`config.mk`:
```
export PLATFORM = sky130hd
export DESIGN_NAME = cosine_ease_pose_interpolator
export DESIGN_NICKNAME = d
export VERILOG_FILES = /design/src/rtl/cepi_pkg.sv /design/src/rtl/cepi_lane.sv /design/src/rtl/cepi_merge.sv /design/src/rtl/cosine_ease_pose_interpolator.sv
export SDC_FILE = /design/constraint.sdc
export NUM_CORES = 2
export LEC_CHECK = 0
export ABC_AREA = 1
export BUFFER_PORTS_ARGS = -buffer_cell sky130_fd_sc_hd__buf_2
export CAP_MARGIN = 20
export CORE_MARGIN = 3
export CORE_UTILIZATION = 44
export DETAILED_ROUTE_END_ITERATION = 10
export HOLD_SLACK_MARGIN = 0.02
export PLACE_DENSITY = 0.69
export SYNTH_ARGS = -nofsm -noshare
export SYNTH_HDL_FRONTEND = slang
export SYNTH_HIERARCHICAL = 1
export SYNTH_SLANG_ARGS = --single-unit
```
`constraint.sdc`:
```
create_clock -name clk -period 6.5 [get_ports clk]
set_input_delay 0.65 -clock clk [delete_from_list [all_inputs] [get_ports clk]]
set_output_delay 0.65 -clock clk [all_outputs]
set_load 0.005 [all_outputs]
```
`src/rtl/cepi_pkg.sv`:
```
// Shared types and constants for the cosine ease pose interpolator.
`default_nettype none

package cepi_pkg;

    // Axis count and field widths
    localparam int NAXES  = 3;
    localparam int POS_W  = 10;
    localparam int STEP_W = 7;
    localparam int EASE_W = 17;
    localparam int CFG_IDX_W = 2;

    // Configuration register indexes
    localparam logic [CFG_IDX_W-1:0] REG_FLOOR   = 2'd0;
    localparam logic [CFG_IDX_W-1:0] REG_CEILING = 2'd1;

    // Window reset values
    localparam logic [POS_W-1:0] FLOOR_RST   = 10'd0;
    localparam logic [POS_W-1:0] CEILING_RST = 10'd1023;

    typedef logic [POS_W-1:0] pos_t;
    typedef pos_t [NAXES-1:0] pos_vec_t;

    // Control tag that travels beside the lane pipeline
    typedef struct packed {
        logic              valid;
        logic [STEP_W-1:0] step;
        logic              last;
    } tag_t;

endpackage

`default_nettype wire

```
`src/rtl/cepi_lane.sv`:
```
// One axis lane: ease product, then round half up and clamp to the window.
`default_nettype none

module cepi_lane (
    input  wire logic                         clk,
    input  wire logic                         advance,
    input  wire logic [cepi_pkg::EASE_W-1:0]  ease,
    input  wire cepi_pkg::pos_t               start_pos,
    input  wire cepi_pkg::pos_t               goal_pos,
    input  wire cepi_pkg::pos_t               floor_pos,
    input  wire cepi_pkg::pos_t               ceiling_pos,
    output cepi_pkg::pos_t                    setpoint
);
    import cepi_pkg::*;

    localparam int DIFF_W = POS_W + 1;
    localparam int PROD_W = DIFF_W + EASE_W + 1;

    logic signed [DIFF_W-1:0] diff;
    logic signed [EASE_W:0]   ease_s;
    logic signed [PROD_W-1:0] prod_next;
    logic signed [PROD_W-1:0] prod_reg;
    logic signed [PROD_W-1:0] acc;
    pos_t                     raw;
    pos_t                     res_next;
    pos_t                     res_reg;

    // Signed distance times ease factor
    assign diff      = $signed({1'b0, goal_pos}) - $signed({1'b0, start_pos});
    assign ease_s    = $signed({1'b0, ease});
    assign prod_next = PROD_W'(diff) * PROD_W'(ease_s);

    // Add the start in Q16 with the half-count round bias
    assign acc = $signed({{(PROD_W-POS_W-16){1'b0}}, start_pos, 16'h8000}) + prod_reg;
    assign raw = acc[POS_W+15:16];

    // Clamp: floor is tested first
    always_comb
    begin
        if (raw < floor_pos)
            res_next = floor_pos;
        else if (raw > ceiling_pos)
            res_next = ceiling_pos;
        else
            res_next = raw;
    end

    // Advance both lane stages with the pipeline
    always_ff @(posedge clk)
    begin
        if (advance)
        begin
            prod_reg <= prod_next;
            res_reg  <= res_next;
        end
    end

    assign setpoint = res_reg;

endmodule

`default_nettype wire

```
`src/rtl/cepi_merge.sv`:
```
// Merge stage: joins the lane results and the step tag into the output beat register.
`default_nettype none

module cepi_merge (
    input  wire logic                        clk,
    input  wire logic                        rst_n,
    input  wire cepi_pkg::tag_t              tag,
    input  wire cepi_pkg::pos_vec_t          lane_sp,
    input  wire logic                        out_ready,
    output logic                             out_valid,
    output cepi_pkg::pos_vec_t               out_sp,
    output logic [cepi_pkg::STEP_W-1:0]      out_step,
    output logic                             out_last,
    output logic                             advance
);
    import cepi_pkg::*;

    logic              valid_reg;
    pos_vec_t          sp_reg;
    logic [STEP_W-1:0] step_reg;
    logic              last_reg;

    // Move the whole pipeline when the output slot is free or drained
    assign advance = !valid_reg || out_ready;

    // Hold valid state
    always_ff @(posedge clk or negedge rst_n)
    begin
        if (!rst_n)
            valid_reg <= 1'b0;
        else if (advance)
            valid_reg <= tag.valid;
    end

    // Capture the beat payload
    always_ff @(posedge clk)
    begin
        if (advance && tag.valid)
        begin
            sp_reg   <= lane_sp;
            step_reg <= tag.step;
            last_reg <= tag.last;
        end
    end

    assign out_valid = valid_reg;
    assign out_sp    = sp_reg;
    assign out_step  = step_reg;
    assign out_last  = last_reg;

endmodule

`default_nettype wire

```
`src/rtl/cosine_ease_pose_interpolator.sv`:
```
// Top level: move sequencer, ease table, three axis lanes and the merge stage.
//
//  channel | signals                          | beat
//  --------+----------------------------------+-------------------------------------
//  in      | in_valid / in_ready              | start_axis0..2, goal_axis0..2
//  out     | out_valid / out_ready            | setpoint_axis0..2, step_number, final_step
//  cfg     | cfg_valid / cfg_ready            | cfg_index, cfg_data (floor, ceiling)
//
//  One move yields STEPS beats, one per cycle while out_ready holds high.
//  A move occupies the block until its final beat is delivered: the step counter issues
//  one step a cycle, unless stalled, into a four-register path (ease table, lane product,
//  lane clamp, output). in_ready is high only when no move is in flight; the next move is
//  taken the cycle after the final beat is delivered. Low out_ready stalls the whole path.
//  Reset clears the counter, the busy flag and the valid bits, and loads the window reset values.
`default_nettype none

module cosine_ease_pose_interpolator #(
    parameter int STEPS = 60
) (
    input  wire logic                          clk,
    input  wire logic                          rst_n,
    input  wire logic                          in_valid,
    output logic                               in_ready,
    input  wire cepi_pkg::pos_t                start_axis0,
    input  wire cepi_pkg::pos_t                start_axis1,
    input  wire cepi_pkg::pos_t                start_axis2,
    input  wire cepi_pkg::pos_t                goal_axis0,
    input  wire cepi_pkg::pos_t                goal_axis1,
    input  wire cepi_pkg::pos_t                goal_axis2,
    output logic                               out_valid,
    input  wire logic                          out_ready,
    output cepi_pkg::pos_t                     setpoint_axis0,
    output cepi_pkg::pos_t                     setpoint_axis1,
    output cepi_pkg::pos_t                     setpoint_axis2,
    output logic [cepi_pkg::STEP_W-1:0]        step_number,
    output logic                               final_step,
    input  wire logic                          cfg_valid,
    output logic                               cfg_ready,
    input  wire logic [cepi_pkg::CFG_IDX_W-1:0] cfg_index,
    input  wire cepi_pkg::pos_t                cfg_data
);
    import cepi_pkg::*;

    localparam int IDX_W = $clog2(STEPS + 1);

    // Q30 fixed-point constants for the cosine series
    localparam logic [63:0] Q30_ONE = 64'd1073741824;
    localparam logic [63:0] PI_Q30  = 64'd3373259426;
    localparam logic [63:0] C_8     = Q30_ONE / 64'd40320;
    localparam logic [63:0] C_10    = Q30_ONE / 64'd3628800;
    localparam logic [63:0] C_6     = Q30_ONE / 64'd720;
    localparam logic [63:0] C_4     = Q30_ONE / 64'd24;
    localparam logic [63:0] C_2     = Q30_ONE / 64'd2;
    localparam logic [63:0] HALF_N  = 64'(STEPS / 2);
    localparam logic [63:0] EASE_ONE = 64'd65536;
    localparam logic [STEP_W-1:0] LAST_STEP = STEP_W'(STEPS);

    // Ease for the first half of the move, Q0.16
    function automatic logic [EASE_W-1:0] ease_half(input logic [STEP_W-1:0] r);
        logic [63:0] x;
        logic [63:0] x2;
        logic [63:0] p;
        logic [63:0] e;
        x  = (PI_Q30 * 64'(r) + HALF_N) / 64'(STEPS);
        x2 = (x * x) >> 30;
        p  = C_8 - ((x2 * C_10) >> 30);
        p  = C_6 - ((x2 * p) >> 30);
        p  = C_4 - ((x2 * p) >> 30);
        p  = C_2 - ((x2 * p) >> 30);
        e  = (((x2 * p) >> 30) + 64'd16384) >> 15;
        return e[EASE_W-1:0];
    endfunction

    // Ease over the whole move, mirrored past the midpoint
    function automatic logic [EASE_W-1:0] ease_at(input logic [STEP_W-1:0] s);
        logic [63:0] e;
        if (2 * 64'(s) > 64'(STEPS))
            e = EASE_ONE - 64'(ease_half(STEP_W'(STEPS) - s));
        else
            e = 64'(ease_half(s));
        return e[EASE_W-1:0];
    endfunction

    // Constant ease table, one entry per step
    logic [EASE_W-1:0] ease_rom [STEPS+1];

    for (genvar g = 0; g <= STEPS; g++)
    begin : g_rom
        localparam logic [EASE_W-1:0] EV = ease_at(STEP_W'(g));
        assign ease_rom[g] = EV;
    end

    logic              busy_reg;
    logic              busy_next;
    logic [STEP_W-1:0] step_reg;
    logic [STEP_W-1:0] step_next;
    pos_t              floor_reg;
    pos_t              ceiling_reg;
    pos_vec_t          start_reg;
    pos_vec_t          goal_reg;
    logic [EASE_W-1:0] ease_reg;
    tag_t              s1_tag_reg;
    tag_t              s2_tag_reg;
    tag_t              s3_tag_reg;
    tag_t              s1_tag_next;
    logic              advance;
    logic              in_fire;
    logic              out_fire;
    logic              issue;
    pos_vec_t          lane_sp;
    pos_vec_t          out_sp;

    assign in_ready  = !busy_reg;
    assign cfg_ready = 1'b1;
    assign in_fire   = in_valid && in_ready;
    assign out_fire  = out_valid && out_ready;
    assign issue     = advance && (step_reg != '0);

    // Window registers
    always_ff @(posedge clk or negedge rst_n)
    begin
        if (!rst_n)
        begin
            floor_reg   <= FLOOR_RST;
            ceiling_reg <= CEILING_RST;
        end
        else if (cfg_valid && cfg_ready)
        begin
            case (cfg_index)
                REG_FLOOR:   floor_reg   <= cfg_data;
                REG_CEILING: ceiling_reg <= cfg_data;
                default:     ;
            endcase
        end
    end

    // Latch the move request
    always_ff @(posedge clk)
    begin
        if (in_fire)
        begin
            start_reg <= '{start_axis2, start_axis1, start_axis0};
            goal_reg  <= '{goal_axis2, goal_axis1, goal_axis0};
        end
    end

    // Busy flag and step counter
    always_comb
    begin
        busy_next = busy_reg;
        if (in_fire)
            busy_next = 1'b1;
        else if (out_fire && final_step)
            busy_next = 1'b0;

        step_next = step_reg;
        if (in_fire)
            step_next = STEP_W'(1);
        else if (issue)
            step_next = (step_reg == LAST_STEP) ? '0 : step_reg + STEP_W'(1);

        s1_tag_next.valid = issue;
        s1_tag_next.step  = step_reg;
        s1_tag_next.last  = (step_reg == LAST_STEP);
    end

    always_ff @(posedge clk or negedge rst_n)
    begin
        if (!rst_n)
        begin
            busy_reg   <= 1'b0;
            step_reg   <= '0;
            s1_tag_reg <= '0;
            s2_tag_reg <= '0;
            s3_tag_reg <= '0;
        end
        else
        begin
            busy_reg <= busy_next;
            step_reg <= step_next;
            if (advance)
            begin
                s1_tag_reg <= s1_tag_next;
                s2_tag_reg <= s1_tag_reg;
                s3_tag_reg <= s2_tag_reg;
            end
        end
    end

    // Look up the ease factor for the issued step
    always_ff @(posedge clk)
    begin
        if (advance)
            ease_reg <= ease_rom[step_reg[IDX_W-1:0]];
    end

    // Axis lanes
    for (genvar a = 0; a < NAXES; a++)
    begin : g_lane
        cepi_lane u_lane (
            .clk         (clk),
            .advance     (advance),
            .ease        (ease_reg),
            .start_pos   (start_reg[a]),
            .goal_pos    (goal_reg[a]),
            .floor_pos   (floor_reg),
            .ceiling_pos (ceiling_reg),
            .setpoint    (lane_sp[a])
        );
    end

    cepi_merge u_merge (
        .clk       (clk),
        .rst_n     (rst_n),
        .tag       (s3_tag_reg),
        .lane_sp   (lane_sp),
        .out_ready (out_ready),
        .out_valid (out_valid),
        .out_sp    (out_sp),
        .out_step  (step_number),
        .out_last  (final_step),
        .advance   (advance)
    );

    assign setpoint_axis0 = out_sp[0];
    assign setpoint_axis1 = out_sp[1];
    assign setpoint_axis2 = out_sp[2];

    // The final beat carries the last step number
    a_last_step: assert property (@(posedge clk) disable iff (!rst_n)
        (out_valid && final_step) |-> (step_number == LAST_STEP))
        else $error("final beat carries wrong step number");

    // Beats of one move follow without gaps and count up by one
    a_no_gap: assert property (@(posedge clk) disable iff (!rst_n)
        (out_valid && out_ready && !final_step) |=>
        (out_valid && (step_number == $past(step_number) + STEP_W'(1))))
        else $error("gap or skipped step inside a move");

    // No result without a move in flight
    a_busy: assert property (@(posedge clk) disable iff (!rst_n)
        out_valid |-> busy_reg)
        else $error("result beat while idle");

    // A new move starts with an empty pipeline
    a_empty: assert property (@(posedge clk) disable iff (!rst_n)
        in_fire |-> (!out_valid && !s1_tag_reg.valid && !s2_tag_reg.valid
                     && !s3_tag_reg.valid && (step_reg == '0)))
        else $error("move accepted while previous move in flight");

endmodule

`default_nettype wire

```
==> impl_metrics.json <==
{
  "worstSkewPairLatency_ps": 590,
  "ys.flop_type": "edfxtp_1",
  "timing_max_transition_violations_final": 0,
  "yosysMostFrequentCell": "nand2_1",
  "final_cell_count_no_fill": 5139,
  "drt_wl_total_mm": 90.76,
  "number_of_flip_flops_under_the_largest_register_name": 33,
  "crit_path_max_fanout": 5,
  "hold_slack_ps": 203.8,
  "hold_path_class": "input port to async pin",
  "cts.clk_slew.worst_paths_ps": 60,
  "slew_headroom_pct": 27.41,
  "post-synth-top-area-fraction_pct": 25.11,
  "ys_top_cells_by_count": "951 x nand2_1, 910 x inv_1, 405 x fa_1",
  "crit_path_top_delay_cell": "fa_1",
  "critical_path.startpoint_type": "register",
  "starting_utilization_of_the_core_area_pct": 44.79,
  "die_footprint_um2": 76680,
  "placement.setup.worst_slack_ps": 88.03,
  "max-cap-violations": 0,
  "drt_drc_violations_left": 0,
  "synth-adder-area-share_pct": 37.89,
  "netlist_top_cells_area": "fa_1 25%, edfxtp_1 17%, ha_1 13%",
  "insertedDiodeCount": 0,
  "fin_worst_skew_ps": 31.33,
  "async_reset_ff_share_pct": 23.93,
  "synth_seq_area_share_pct": 20.93,
  "setup-violations-final": 0,
  "setup_repair_after_global_routing_missed_its_margin": "true",
  "tightest_slew_ps": 1089,
  "grt_start_max_net_pins": 62,
  "path_class": "register to register",
  "post-route-period-util_pct": 96.08,
  "critical_path_required_ps": 6840,
  "clock-root-buffer": "clkbuf_16",
  "final_util_pct": 49.51,
  "drt_iter0_drc": 1996,
  "synth-warning-count": 6,
  "r2r_cells": 27,
  "tritoncts": "done",
  "post_synth_instance_area_um2": 32290,
  "ioPinCount": 118,
  "floorplan.core_area_um2": 72100,
  "cts-buffers-inserted": 29,
  "number_of_nets_produced_by_synthesis": 4834,
  "synth_edf_count": 178,
  "firstDrtPassIters": 7,
  "post_route_cells_drive_above_1_share_pct": 10.12,
  "floorplan.rows": 98,
  "die_h_um": 276.9,
  "routed_via_density": 5.167,
  "ctsHoldBuffers": 0,
  "synth-simple-area-share_pct": 20.65,
  "num-nets-final": 4978,
  "status": "finished clean",
  "vias_in_the_first_global_route": 26550,
  "cp.arrival_ps": 6590,
  "avgRoutedWirePerCell_um": 17.66,
  "crit_path_end_kind": "register",
  "muxShareOfSynthArea_pct": 0,
  "synth_largest_area_cell": "fa_1",
  "clock_sink_count": 234,
  "ctsHtreeMaxLevel": 1,
  "wire_length_of_the_first_global_routing_pass_mm": 142.8,
  "dominant_combinational_cell_family_by_area_after_synthesis": "adder cells",
  "cp.buffers_inverters": 8,
  "vias": 26550,
  "worstSetupPathDepth": 27,
  "io_buffers": 116,
  "timing.final.ws_setup_ps": 255.0,
  "hold_violations": 0,
  "gp_congestion": 0.9723,
  "netlist-cell-type-count": 56,
  "die_w_um": 276.9,
  "synth.avg_cell_area_um2": 8.030,
  "numPlacedInstances": 5069,
  "cp_top_family": "adder cells",
  "antenna_violations_before_repair": 1,
  "synthesized_netlist_cell_count": 4022,
  "slowest_delay_ps": 550,
  "synthXorXnorAreaFrac_pct": 1.999,
  "route.antenna.remaining_nets": 0,
  "place.detailed.hpwl_mm": 72.65,
  "cts_buffer_depth": 3,
  "min_period_ps": 6245,
  "synth-compound-area-share_pct": 6.304,
  "total_grt_usage_pct": 23.32,
  "peak_clock_frequency_supported_by_timing_mhz": 160.1,
  "gr-total-overflow": 0,
  "area_growth_syn_to_layout_pct": 10.52,
  "synth_seq_cells": 234
}
-- worst register-to-register path, stage by stage, from the launching register on --
cell	delay [ps]
edfxtp_1	360
inv_1	70
ha_2	180
inv_2	60
fa_2	410
a31oi_4	190
o21ai_2	100
nand3_1	100
nand2_2	80
xor2_4	170
buf_12	150
clkinv_2	100
nor2_1	70
fa_1	490
inv_1	70
fa_1	520
fa_1	550
inv_1	50
fa_1	530
inv_1	60
fa_1	530
inv_1	70
ha_4	290
nand2_1	130
nor4_2	340
nand4_1	140
nand3_1	120
xor2_1	60
-- placed cells by master (no fill, tap or decap), types with 27 or more instances in the layout --
cell	count
ha_1	321
buf_4	77
a21oi_1	129
clkbuf_16	29
nand3_1	170
xor2_1	48
nor2_2	36
dfrtp_1	46
nand2_1	939
nand4_1	29
o21ai_0	90
o21bai_1	27
buf_2	116
nor2_1	344
edfxtp_1	178
fa_1	400
inv_1	904
-- through the flow --
step,area (µm²),TNS [ps]
finish,35690,0
detailed placement,34220,0
global route,35690,-115.6
CTS,35210,0
global placement,34220,0
floorplan,32290,0
-- final timing paths --
path	start	end	slack [ps]
worst min register to register	g_lane[2].u_lane/setpoint[5]$_DFFE_PP_	u_merge/out_sp[25]$_DFFE_PP_	400
worst min-delay path	rst_n	s3_tag_reg[1]$_DFFE_PN0P_	200
worst max-delay path	goal_reg[0]$_DFFE_PP_	g_lane[0].u_lane/prod_reg[22]$_DFFE_PP_	250
min in group clk	goal_axis0[7]	goal_reg[7]$_DFFE_PP_	230
worst max register to register	goal_reg[0]$_DFFE_PP_	g_lane[0].u_lane/prod_reg[22]$_DFFE_PP_	250
max in group asynchronous	rst_n	s1_tag_reg[6]$_DFFE_PN0P_	5820
-- cell families after synthesis --
family,Yosys count
fa+ha+maj,735
other cells,1
xor+xnor,69
simple gates,1614
flops,234
buf+inv,1020
compound gates,349
-- cell type report --
| class | count | area [µm²] |
|---|---|---|
| fillers | 6962 | 36410 |
| multi-input cells | 2768 | 21890 |
| flip-flops and latches | 234 | 6759 |
| inverters | 929 | 3523 |
| repair buffers | 202 | 1330 |
| well taps | 950 | 1189 |
| clock buffers | 34 | 744.5 |
| clock inverters | 20 | 246.5 |
| repair inverters | 2 | 12.51 |
-- layer usage --
layer | vias up | wire length (µm) | global-route usage [%]
met2 | 996 | 42280 | 38.49
met4 | 0 | 3704 | 8.217
met5 | - | 0 | 0
li1 | 12600 | - | -
met1 | 12740 | 38000 | 30.98
met3 | 213 | 6778 | 4.004
-- what timing repair did --
| item | 4_1_cts | 5_1_grt |
|---|---|---|
| endpoints found under the setup margin | 0 | 31 |
| resized for setup | 0 | 89 |
| setup buffers | 0 | 14 |
Power is left out: the tool's default activity adds up to more than one toggle a clock period on the data nets, which glitch-free logic cannot reach.
